## src/rtl/mdp_pkg.sv

```systemverilog
// ----------------------------------------------------------------------------
// mdp_pkg
// Shared types and constants for the mode parameter data parser.
// ----------------------------------------------------------------------------
package mdp_pkg;

  localparam int unsigned PosW = 17;
  localparam logic [PosW-1:0] POS_MAX = 17'h1FFFF;

  typedef enum logic [1:0] {
    REC_HEADER = 2'd0,
    REC_DESC   = 2'd1,
    REC_PAGE   = 2'd2,
    REC_STOP   = 2'd3
  } rec_kind_t;

  // configuration register indexes
  localparam logic CFG_TEN_BYTE    = 1'b0;
  localparam logic CFG_DEVICE_TYPE = 1'b1;

  // peripheral device types with device-specific header bits
  localparam logic [4:0] DEV_DISK    = 5'd0;
  localparam logic [4:0] DEV_TAPE    = 5'd1;
  localparam logic [4:0] DEV_PRINTER = 5'd2;
  localparam logic [4:0] DEV_MMC     = 5'd5;
  localparam logic [4:0] DEV_OPTICAL = 5'd7;

  typedef struct packed {
    rec_kind_t    kind;
    logic [7:0]   medium_type;
    logic         write_protected;
    logic         dpo_fua;
    logic         ebc;
    logic [3:0]   speed;
    logic [2:0]   buffered_mode;
    logic [7:0]   density;
    logic [63:0]  block_count;
    logic [31:0]  block_length;
    logic [13:0]  page_id;
    logic [16:0]  page_size;
  } mdp_rec_t;

endpackage

```

## src/rtl/mdp_in_stage.sv

```systemverilog
// ----------------------------------------------------------------------------
// mdp_in_stage
// Input register: holds one response byte until the parser takes it.
// ----------------------------------------------------------------------------
module mdp_in_stage (
  input  logic       clk,
  input  logic       rst,
  input  logic       in_valid,
  output logic       in_stall,
  input  logic [7:0] data_byte,
  input  logic       first_byte,
  input  logic       take,
  output logic       full,
  output logic [7:0] item_byte,
  output logic       item_first
);

  logic accept;

  assign in_stall = full && !take;
  assign accept   = in_valid && !in_stall;

  always_ff @(posedge clk) begin
    if (rst) begin
      full <= 1'b0;
    end else if (accept) begin
      full <= 1'b1;
    end else if (take) begin
      full <= 1'b0;
    end
  end

  always_ff @(posedge clk) begin
    if (accept) begin
      item_byte  <= data_byte;
      item_first <= first_byte;
    end
  end

endmodule

```

## src/rtl/mdp_parser.sv

```systemverilog
// ----------------------------------------------------------------------------
// mdp_parser
// Parse state and per-byte logic: header, block descriptors, page headers.
// ----------------------------------------------------------------------------
module mdp_parser import mdp_pkg::*; (
  input  logic        clk,
  input  logic        rst,
  input  logic        cfg_wr_en,
  input  logic        cfg_index,
  input  logic [4:0]  cfg_data,
  input  logic        take,
  input  logic [7:0]  item_byte,
  input  logic        item_first,
  output logic        rec_valid,
  output mdp_rec_t    rec
);

  logic        ten_byte;
  logic [4:0]  device_type;

  logic [16:0] byte_pos,   byte_pos_next;
  logic [16:0] list_len,   list_len_next;
  logic [7:0]  med_type,   med_type_next;
  logic [7:0]  dev_spec,   dev_spec_next;
  logic        long_lba,   long_lba_next;
  logic [7:0]  bdl_hi,     bdl_hi_next;
  logic [12:0] desc_cnt,   desc_cnt_next;
  logic [63:0] blocks,     blocks_next;
  logic [31:0] blk_len,    blk_len_next;
  logic [16:0] page_start, page_start_next;
  logic [23:0] page_hdr,   page_hdr_next;
  logic        stopped,    stopped_next;

  logic [16:0] p;
  logic [7:0]  b;
  logic        lng;
  logic [3:0]  rel_d;
  logic [16:0] rel_p;
  logic [15:0] bdl;
  logic [12:0] cnt;
  logic [16:0] dend;
  logic [16:0] desc_lim;
  logic [16:0] size;
  logic [17:0] sum;
  logic [17:0] hdr_end;

  always_ff @(posedge clk) begin
    if (rst) begin
      ten_byte    <= 1'b1;
      device_type <= '0;
    end else if (cfg_wr_en) begin
      unique case (cfg_index)
        CFG_TEN_BYTE:    ten_byte    <= cfg_data[0];
        CFG_DEVICE_TYPE: device_type <= cfg_data;
        default: ;
      endcase
    end
  end

  always_comb begin
    byte_pos_next   = byte_pos;
    list_len_next   = list_len;
    med_type_next   = med_type;
    dev_spec_next   = dev_spec;
    long_lba_next   = long_lba;
    bdl_hi_next     = bdl_hi;
    desc_cnt_next   = desc_cnt;
    blocks_next     = blocks;
    blk_len_next    = blk_len;
    page_start_next = page_start;
    page_hdr_next   = page_hdr;
    stopped_next    = stopped;
    rec       = '0;
    rec_valid = 1'b0;
    p        = '0;
    b        = item_byte;
    lng      = 1'b0;
    rel_d    = '0;
    rel_p    = '0;
    bdl      = '0;
    cnt      = '0;
    dend     = '0;
    desc_lim = '0;
    size     = '0;
    sum      = '0;
    hdr_end  = '0;

    if (take) begin
      if (item_first) begin
        byte_pos_next   = '0;
        list_len_next   = '0;
        med_type_next   = '0;
        dev_spec_next   = '0;
        long_lba_next   = 1'b0;
        bdl_hi_next     = '0;
        desc_cnt_next   = '0;
        blocks_next     = '0;
        blk_len_next    = '0;
        page_start_next = '0;
        page_hdr_next   = '0;
        stopped_next    = 1'b0;
      end

      if (!stopped_next && byte_pos_next != POS_MAX) begin
        p = byte_pos_next;
        byte_pos_next = p + 17'd1;
        lng = ten_byte && long_lba_next;
        // descriptor area end for the current layout
        desc_lim = (ten_byte ? 17'd8 : 17'd4) +
                   (lng ? {desc_cnt_next, 4'b0000} : {1'b0, desc_cnt_next, 3'b000});

        if (ten_byte && p[16:3] == '0) begin
          // ten-byte mode header
          unique case (p[2:0])
            3'd0: list_len_next = {1'b0, b, 8'h00};
            3'd1: list_len_next = {1'b0, list_len_next[15:8], 8'h00} + {9'b0, b} + 17'd2;
            3'd2: med_type_next = b;
            3'd3: dev_spec_next = b;
            3'd4: long_lba_next = b[0];
            3'd5: ;
            3'd6: bdl_hi_next   = b;
            3'd7: begin
              bdl = {bdl_hi_next, b};
              if (long_lba_next) begin
                cnt  = {1'b0, bdl[15:4]};
                dend = 17'd8 + {cnt, 4'b0000};
              end else begin
                cnt  = bdl[15:3];
                dend = 17'd8 + {1'b0, cnt, 3'b000};
              end
              rec_valid = 1'b1;
            end
            default: ;
          endcase
        end else if (!ten_byte && p[16:2] == '0) begin
          // six-byte mode header
          unique case (p[1:0])
            2'd0: list_len_next = {9'b0, b} + 17'd1;
            2'd1: med_type_next = b;
            2'd2: dev_spec_next = b;
            2'd3: begin
              cnt  = {8'b0, b[7:3]};
              dend = 17'd4 + {1'b0, cnt, 3'b000};
              rec_valid = 1'b1;
            end
            default: ;
          endcase
        end else if (p < desc_lim) begin
          // offset within the descriptor; header length is 4 or 8
          if (lng) begin
            rel_d = {~p[3], p[2:0]};
          end else if (ten_byte) begin
            rel_d = {1'b0, p[2:0]};
          end else begin
            rel_d = {1'b0, ~p[2], p[1:0]};
          end
          if (rel_d == 4'd0) begin
            blocks_next  = '0;
            blk_len_next = '0;
          end
          if (lng) begin
            if (rel_d < 4'd8) begin
              blocks_next = {blocks_next[55:0], b};
            end else if (rel_d >= 4'd12) begin
              blk_len_next = {blk_len_next[23:0], b};
            end
          end else begin
            if (rel_d < 4'd4) begin
              blocks_next = {32'b0, blocks_next[23:0], b};
            end else if (rel_d >= 4'd5) begin
              blk_len_next = {8'b0, blk_len_next[15:0], b};
            end
          end
          if (rel_d == (lng ? 4'd15 : 4'd7)) begin
            rec_valid = 1'b1;
            rec.kind  = REC_DESC;
            if (lng) begin
              rec.block_count = blocks_next;
            end else if (ten_byte && device_type == DEV_DISK) begin
              rec.block_count = {32'b0, blocks_next[31:0]};
            end else begin
              rec.density     = blocks_next[31:24];
              rec.block_count = {40'b0, blocks_next[23:0]};
            end
            rec.block_length = blk_len_next;
          end
        end else if (p < list_len_next && p >= page_start_next) begin
          rel_p = p - page_start_next;
          if (rel_p == 17'd0) begin
            page_hdr_next = {b, 16'h0000};
            hdr_end = {1'b0, p} + (b[6] ? 18'd3 : 18'd1);
            if (b[5:0] == 6'd0) begin
              // page 0 runs to the end of the list
              rec_valid       = 1'b1;
              rec.kind        = REC_PAGE;
              rec.page_size   = list_len_next - p;
              page_start_next = list_len_next;
            end else if (hdr_end >= {1'b0, list_len_next}) begin
              stopped_next = 1'b1;
              rec_valid    = 1'b1;
              rec.kind     = REC_STOP;
            end
          end else if (rel_p == 17'd1) begin
            page_hdr_next[15:8] = b;
            page_hdr_next[7:0]  = 8'h00;
            if (!page_hdr_next[22]) begin
              size = {9'b0, b} + 17'd2;
              sum  = {1'b0, page_start_next} + {1'b0, size};
              page_start_next = sum[17] ? POS_MAX : sum[16:0];
              rec_valid     = 1'b1;
              rec.kind      = REC_PAGE;
              rec.page_id   = {page_hdr_next[21:16], 8'h00};
              rec.page_size = size;
            end
          end else if (rel_p == 17'd2) begin
            page_hdr_next[7:0] = b;
          end else if (rel_p == 17'd3 && page_hdr_next[22]) begin
            size = {1'b0, page_hdr_next[7:0], b} + 17'd4;
            sum  = {1'b0, page_start_next} + {1'b0, size};
            page_start_next = sum[17] ? POS_MAX : sum[16:0];
            rec_valid     = 1'b1;
            rec.kind      = REC_PAGE;
            rec.page_id   = {page_hdr_next[21:16], page_hdr_next[15:8]};
            rec.page_size = size;
          end
        end

        // header record, with the device-specific bits picked by device type
        if (rec_valid && (p[16:3] == '0) && (ten_byte ? p[2:0] == 3'd7 : p[2:0] == 3'd3)) begin
          desc_cnt_next   = cnt;
          page_start_next = dend;
          rec.kind        = REC_HEADER;
          rec.medium_type = med_type_next;
          unique case (device_type)
            DEV_DISK, DEV_MMC: begin
              rec.write_protected = dev_spec_next[7];
              rec.dpo_fua         = dev_spec_next[4];
            end
            DEV_TAPE: begin
              rec.write_protected = dev_spec_next[7];
              rec.speed           = dev_spec_next[3:0];
              rec.buffered_mode   = dev_spec_next[6:4];
            end
            DEV_PRINTER: rec.buffered_mode = dev_spec_next[6:4];
            DEV_OPTICAL: begin
              rec.write_protected = dev_spec_next[7];
              rec.dpo_fua         = dev_spec_next[4];
              rec.ebc             = dev_spec_next[0];
            end
            default: ;
          endcase
        end
      end
    end
  end

  always_ff @(posedge clk) begin
    if (rst) begin
      byte_pos   <= '0;
      list_len   <= '0;
      med_type   <= '0;
      dev_spec   <= '0;
      long_lba   <= 1'b0;
      bdl_hi     <= '0;
      desc_cnt   <= '0;
      blocks     <= '0;
      blk_len    <= '0;
      page_start <= '0;
      page_hdr   <= '0;
      stopped    <= 1'b1;
    end else begin
      byte_pos   <= byte_pos_next;
      list_len   <= list_len_next;
      med_type   <= med_type_next;
      dev_spec   <= dev_spec_next;
      long_lba   <= long_lba_next;
      bdl_hi     <= bdl_hi_next;
      desc_cnt   <= desc_cnt_next;
      blocks     <= blocks_next;
      blk_len    <= blk_len_next;
      page_start <= page_start_next;
      page_hdr   <= page_hdr_next;
      stopped    <= stopped_next;
    end
  end

  // idle parser stays silent until a new response starts
  a_idle_silent: assert property (@(posedge clk) disable iff (rst)
    (stopped && !item_first) |-> !rec_valid)
    else $error("record produced while parser idle");

  // stop record always leaves the parser idle
  a_stop_idles: assert property (@(posedge clk) disable iff (rst)
    (rec_valid && rec.kind == REC_STOP) |=> stopped)
    else $error("stop record did not idle the parser");

  // records only come from a byte that is being taken
  a_rec_needs_take: assert property (@(posedge clk) disable iff (rst)
    rec_valid |-> take)
    else $error("record produced without a byte");

endmodule

```

## src/rtl/mdp_out_stage.sv

```systemverilog
// ----------------------------------------------------------------------------
// mdp_out_stage
// Result register: holds one record until the downstream side takes it.
// ----------------------------------------------------------------------------
module mdp_out_stage import mdp_pkg::*; (
  input  logic     clk,
  input  logic     rst,
  input  logic     in_full,
  input  logic     rec_valid,
  input  mdp_rec_t rec,
  output logic     take,
  output logic     out_valid,
  input  logic     out_stall,
  output mdp_rec_t out_rec
);

  logic open;

  // register can load when empty or when its record leaves this cycle
  assign open = !out_valid || !out_stall;
  assign take = in_full && open;

  always_ff @(posedge clk) begin
    if (rst) begin
      out_valid <= 1'b0;
    end else if (open) begin
      out_valid <= take && rec_valid;
    end
  end

  always_ff @(posedge clk) begin
    if (take && rec_valid) begin
      out_rec <= rec;
    end
  end

endmodule

```

## src/rtl/scsi_mode_data_parser_top.sv

```systemverilog
// ----------------------------------------------------------------------------
// scsi_mode_data_parser_top
// Byte-stream parser for MODE SENSE(6)/(10) parameter lists.
// ----------------------------------------------------------------------------
// Takes one response byte per clock and, while out_stall is low, sustains one
// byte per cycle with no bubbles. Each byte passes an input register and the
// parse logic, and a record it completes is presented from a result register.
// A header record follows the last header byte, one descriptor record follows
// the last byte of each block descriptor, and one page record follows each
// page header; a page header cut off by the list length gives a stop record
// and the parser then ignores bytes until first_byte marks a new response. The
// user must write registers only while idle; the block does not enforce it.
module scsi_mode_data_parser_top import mdp_pkg::*; (
  input  logic        clk,
  input  logic        rst,
  input  logic        cfg_wr_en,
  input  logic        cfg_index,
  input  logic [4:0]  cfg_data,
  input  logic        in_valid,
  output logic        in_stall,
  input  logic [7:0]  data_byte,
  input  logic        first_byte,
  output logic        out_valid,
  input  logic        out_stall,
  output logic [1:0]  record_kind,
  output logic [7:0]  medium_type,
  output logic        write_protected,
  output logic        dpo_fua,
  output logic        ebc,
  output logic [3:0]  speed,
  output logic [2:0]  buffered_mode,
  output logic [7:0]  density,
  output logic [63:0] block_count,
  output logic [31:0] block_length,
  output logic [13:0] page_id,
  output logic [16:0] page_size
);

  logic     take;
  logic     full;
  logic [7:0] item_byte;
  logic     item_first;
  logic     rec_valid;
  mdp_rec_t rec;
  mdp_rec_t out_rec;

  mdp_in_stage u_in (
    .clk        (clk),
    .rst        (rst),
    .in_valid   (in_valid),
    .in_stall   (in_stall),
    .data_byte  (data_byte),
    .first_byte (first_byte),
    .take       (take),
    .full       (full),
    .item_byte  (item_byte),
    .item_first (item_first)
  );

  mdp_parser u_parser (
    .clk        (clk),
    .rst        (rst),
    .cfg_wr_en  (cfg_wr_en),
    .cfg_index  (cfg_index),
    .cfg_data   (cfg_data),
    .take       (take),
    .item_byte  (item_byte),
    .item_first (item_first),
    .rec_valid  (rec_valid),
    .rec        (rec)
  );

  mdp_out_stage u_out (
    .clk       (clk),
    .rst       (rst),
    .in_full   (full),
    .rec_valid (rec_valid),
    .rec       (rec),
    .take      (take),
    .out_valid (out_valid),
    .out_stall (out_stall),
    .out_rec   (out_rec)
  );

  assign record_kind     = out_rec.kind;
  assign medium_type     = out_rec.medium_type;
  assign write_protected = out_rec.write_protected;
  assign dpo_fua         = out_rec.dpo_fua;
  assign ebc             = out_rec.ebc;
  assign speed           = out_rec.speed;
  assign buffered_mode   = out_rec.buffered_mode;
  assign density         = out_rec.density;
  assign block_count     = out_rec.block_count;
  assign block_length    = out_rec.block_length;
  assign page_id         = out_rec.page_id;
  assign page_size       = out_rec.page_size;

endmodule
```

## config.mk

```make
export PLATFORM = sky130hd
export DESIGN_NAME = scsi_mode_data_parser_top
export DESIGN_NICKNAME = d
export VERILOG_FILES = /design/src/rtl/mdp_pkg.sv /design/src/rtl/mdp_in_stage.sv /design/src/rtl/mdp_parser.sv /design/src/rtl/mdp_out_stage.sv /design/src/rtl/scsi_mode_data_parser_top.sv
export SDC_FILE = /design/constraint.sdc
export NUM_CORES = 1
export LEC_CHECK = 0
export BUFFER_PORTS_ARGS = -buffer_cell sky130_fd_sc_hd__buf_2
export CAP_MARGIN = 20
export CORE_UTILIZATION = 60
export DETAILED_ROUTE_END_ITERATION = 10
export PLACE_DENSITY = 0.91
export REMOVE_ABC_BUFFERS = 1
export SLEW_MARGIN = 20
export SYNTH_ARGS = -nofsm -noshare
export SYNTH_HDL_FRONTEND = slang
export SYNTH_HIERARCHICAL = 1
export SYNTH_SLANG_ARGS = --single-unit
```

## constraint.sdc

```tcl
create_clock -name clk -period 15.9 [get_ports clk]
set_input_delay 4.77 -clock clk [delete_from_list [all_inputs] [get_ports clk]]
set_output_delay 4.77 -clock clk [all_outputs]
set_load 0.02 [all_outputs]
```

==> flow_summary.toml <==
[run_status]
status = "finished, final reports clean"

[setup_path]
startpoint = "out_stall"
crit_fanout = 4
start_kind = "primary input"
arrival_ps = 5490
required_ps = 11130
path_class = "in2out"
r2r_start = "u_in/item_first"
r2r_cells = 19
worstSetupEndpointType = "output port"

[cts]
cts_buffer_depth = 3
tritoncts = "done"
cts_resized = 0
clk_pin_slew_ps = 50
cts_buffers = 40
htreeDepth = 2
cts_setup_buffers = 0
cts_root_buf = "clkbuf_16"
clk_latency_ps = 590
cts_sinks = 381
ctsHoldBuffers = 0

[timing]
timing.hold.ws_ps = 456
skew_ps = 28.1
clock.fmax_mhz = 97.4
rsz0062_at_grt = "false"
period_minus_slack_ps = 10260
tightest_slew_ps = 1170
drv_slew = 0
finalSetupViolCount = 0
slew_headroom = 0.214
min_period_over_period = 0.646
fin_ws_ps = 5640
finalHoldViolCount = 0

[placement]
gp_congestion = 1.08
numPortBuffers = 176
dp_hpwl_mm = 63.8
place_inst = 3435
pre_cts_slack_ps = 5630

[grt]
grt_pass1_wl_mm = 137
track_usage = 0.439
grt.overflow.total = 0
first_global_vias = 22800
antenna_found_initial = 1
grt_max_degree = 123

[job]
drv_cap = 0

[synthesis]
synth_edf_count = 164
async_flop_share = 0
post-synth-top-area-cell = "edfxtp_1"
seq_area_frac_synth = 0.388
synth_cell_types = 100
netlist_area_mm2 = 0.0239
synth_most_common_cell = "nor2_1"
synth_seq_cells = 381
ys.warnings.count = 6
synth.top_cell.area_share = 0.206
syn_avg_cell_area_um2 = 8.27
synth_flop_cell = "dfxtp_1"
synth.area.top_cells = "edfxtp_1, dfxtp_1, nor2_1, a22oi_1, ha_1"
synthCells = 2890
synthTopCellsByCount = "nor2_1, nand2_1, dfxtp_1, a22oi_1, a21oi_1"

[detailed_routing]
drtAntennaViolNets = 0
wl_mm = 91.7
drt_first_pass_iters = 7
wl_per_cell_um = 26.1
drc = 0
viasPerCell = 7.02
drt-initial-drc-count = 3869
via_count = 24600

[floorplan]
io_pins = 177
dieArea_mm2 = 0.0406
rows = 72
chipHeight_um = 202
die_w_um = 202
core_mm2 = 0.0390
start_util = 0.613

[worst_hold_path]
whs_path_depth = 2
hold_path.class = "reg2reg"
hold_path_startpoint = "u_parser/page_hdr[20]"

[power]
ir_drop_v = 0.0000843
leakage_nw = 9.10
pwr_density_cell_mw_per_mm2 = 84.2

[final_layout]
finalNonFillerCells = 3512
final_util = 0.677
area_growth_pct = 10.5
drive_above_1_share = 0.112
nNetsFinal = 3066
==> critical path, stage by stage <==
cell and delay, ps:
buf_2 120, nand2_1 70, and2_1 220, nor2b_4 140, buf_2 170
==> registers in the layout, summed over array words and instances, names as in the netlist, 5 cells and up <==
register / count
u_parser/blk_len: 32
u_parser/med_type: 8
u_parser/page_hdr: 23
u_parser/device_type: 5
u_in/item_byte: 8
u_parser/bdl_hi: 8
u_parser/page_start: 17
u_parser/desc_cnt: 13
u_out/out_rec: 155
u_parser/byte_pos: 17
u_parser/blocks: 64
u_parser/dev_spec: 8
u_parser/list_len: 17
==> per-layer routing <==
metal	global-route usage	vias to the layer above	wire length (um)
met5	0	-	0
met4	0.248	0	5560
met3	0.0894	373	11300
met2	0.667	2017	40100
met1	0.584	11600	34800
li1	-	10700	-
==> power breakdown <==
part	switching, mW	internal, mW	leakage [nW]
logic	0.200	0.0717	5.41
clock network	0.410	0.512	0.613
registers	0.00849	1.02	3.08
==> worst paths after layout <==
path                                         endpoint  slack [ps]
worst max-delay path                         in_stall        5640
worst max register to register      u_out/out_rec[12]        7080
worst min register to register  u_parser/page_hdr[20]         460
worst min-delay path            u_parser/page_hdr[20]         460
==> cell usage in the layout, fill, tap and decap left out, types with 26 or more instances in the layout <==
master / Yosys / final
a21oi_1: 195 / 194
a22oi_1: 198 / 198
and2_1: 26 / 26
and3_1: 40 / 40
buf_2: 19 / 175
buf_4: 3 / 52
clkbuf_16: 0 / 40
dfxtp_1: 217 / 217
edfxtp_1: 164 / 164
ha_1: 82 / 82
inv_1: 80 / 80
nand2_1: 260 / 259
nand2b_1: 30 / 30
nand3_1: 83 / 83
nor2_1: 446 / 442
nor2b_1: 65 / 65
nor3_1: 98 / 98
nor4_1: 31 / 29
o21ai_0: 115 / 115
o22ai_1: 26 / 26
xnor2_1: 89 / 89
xor2_1: 36 / 36
==> logic make-up after synthesis <==
logic type | Yosys count | share of synthesized area
xor+xnor | 126 | 0.0465
compound gates | 802 | 0.229
fa+ha+maj | 95 | 0.0497
flops | 381 | 0.388
mux | 21 | 0.00879
simple gates | 1182 | 0.232
buf+inv | 283 | 0.0463
==> area by class of cell <==
class | instances | area, um2
antenna | 2 | 5.00
fill | 3001 | 12600
clock inverter | 13 | 140
clock buffer | 60 | 1130
timing repair buffer | 231 | 1330
inverter | 81 | 304
multi-input combinational | 2226 | 13600
sequential | 381 | 9270
tap | 518 | 648
==> metrics by stage <==
stage / power [mW] / TNS, ps / cell area [um2]
5_1_grt: 2.27 / 0 / 26400
3_5_place_dp: 1.31 / 0 / 25100
2_1_floorplan: 1.20 / -317440 / 23100
3_3_place_gp: 1.30 / 0 / 25100
4_1_cts: 2.21 / 0 / 26400
6_report: 2.22 / 0 / 26400
No activity file was read; power rests on OpenSTA's default activity.
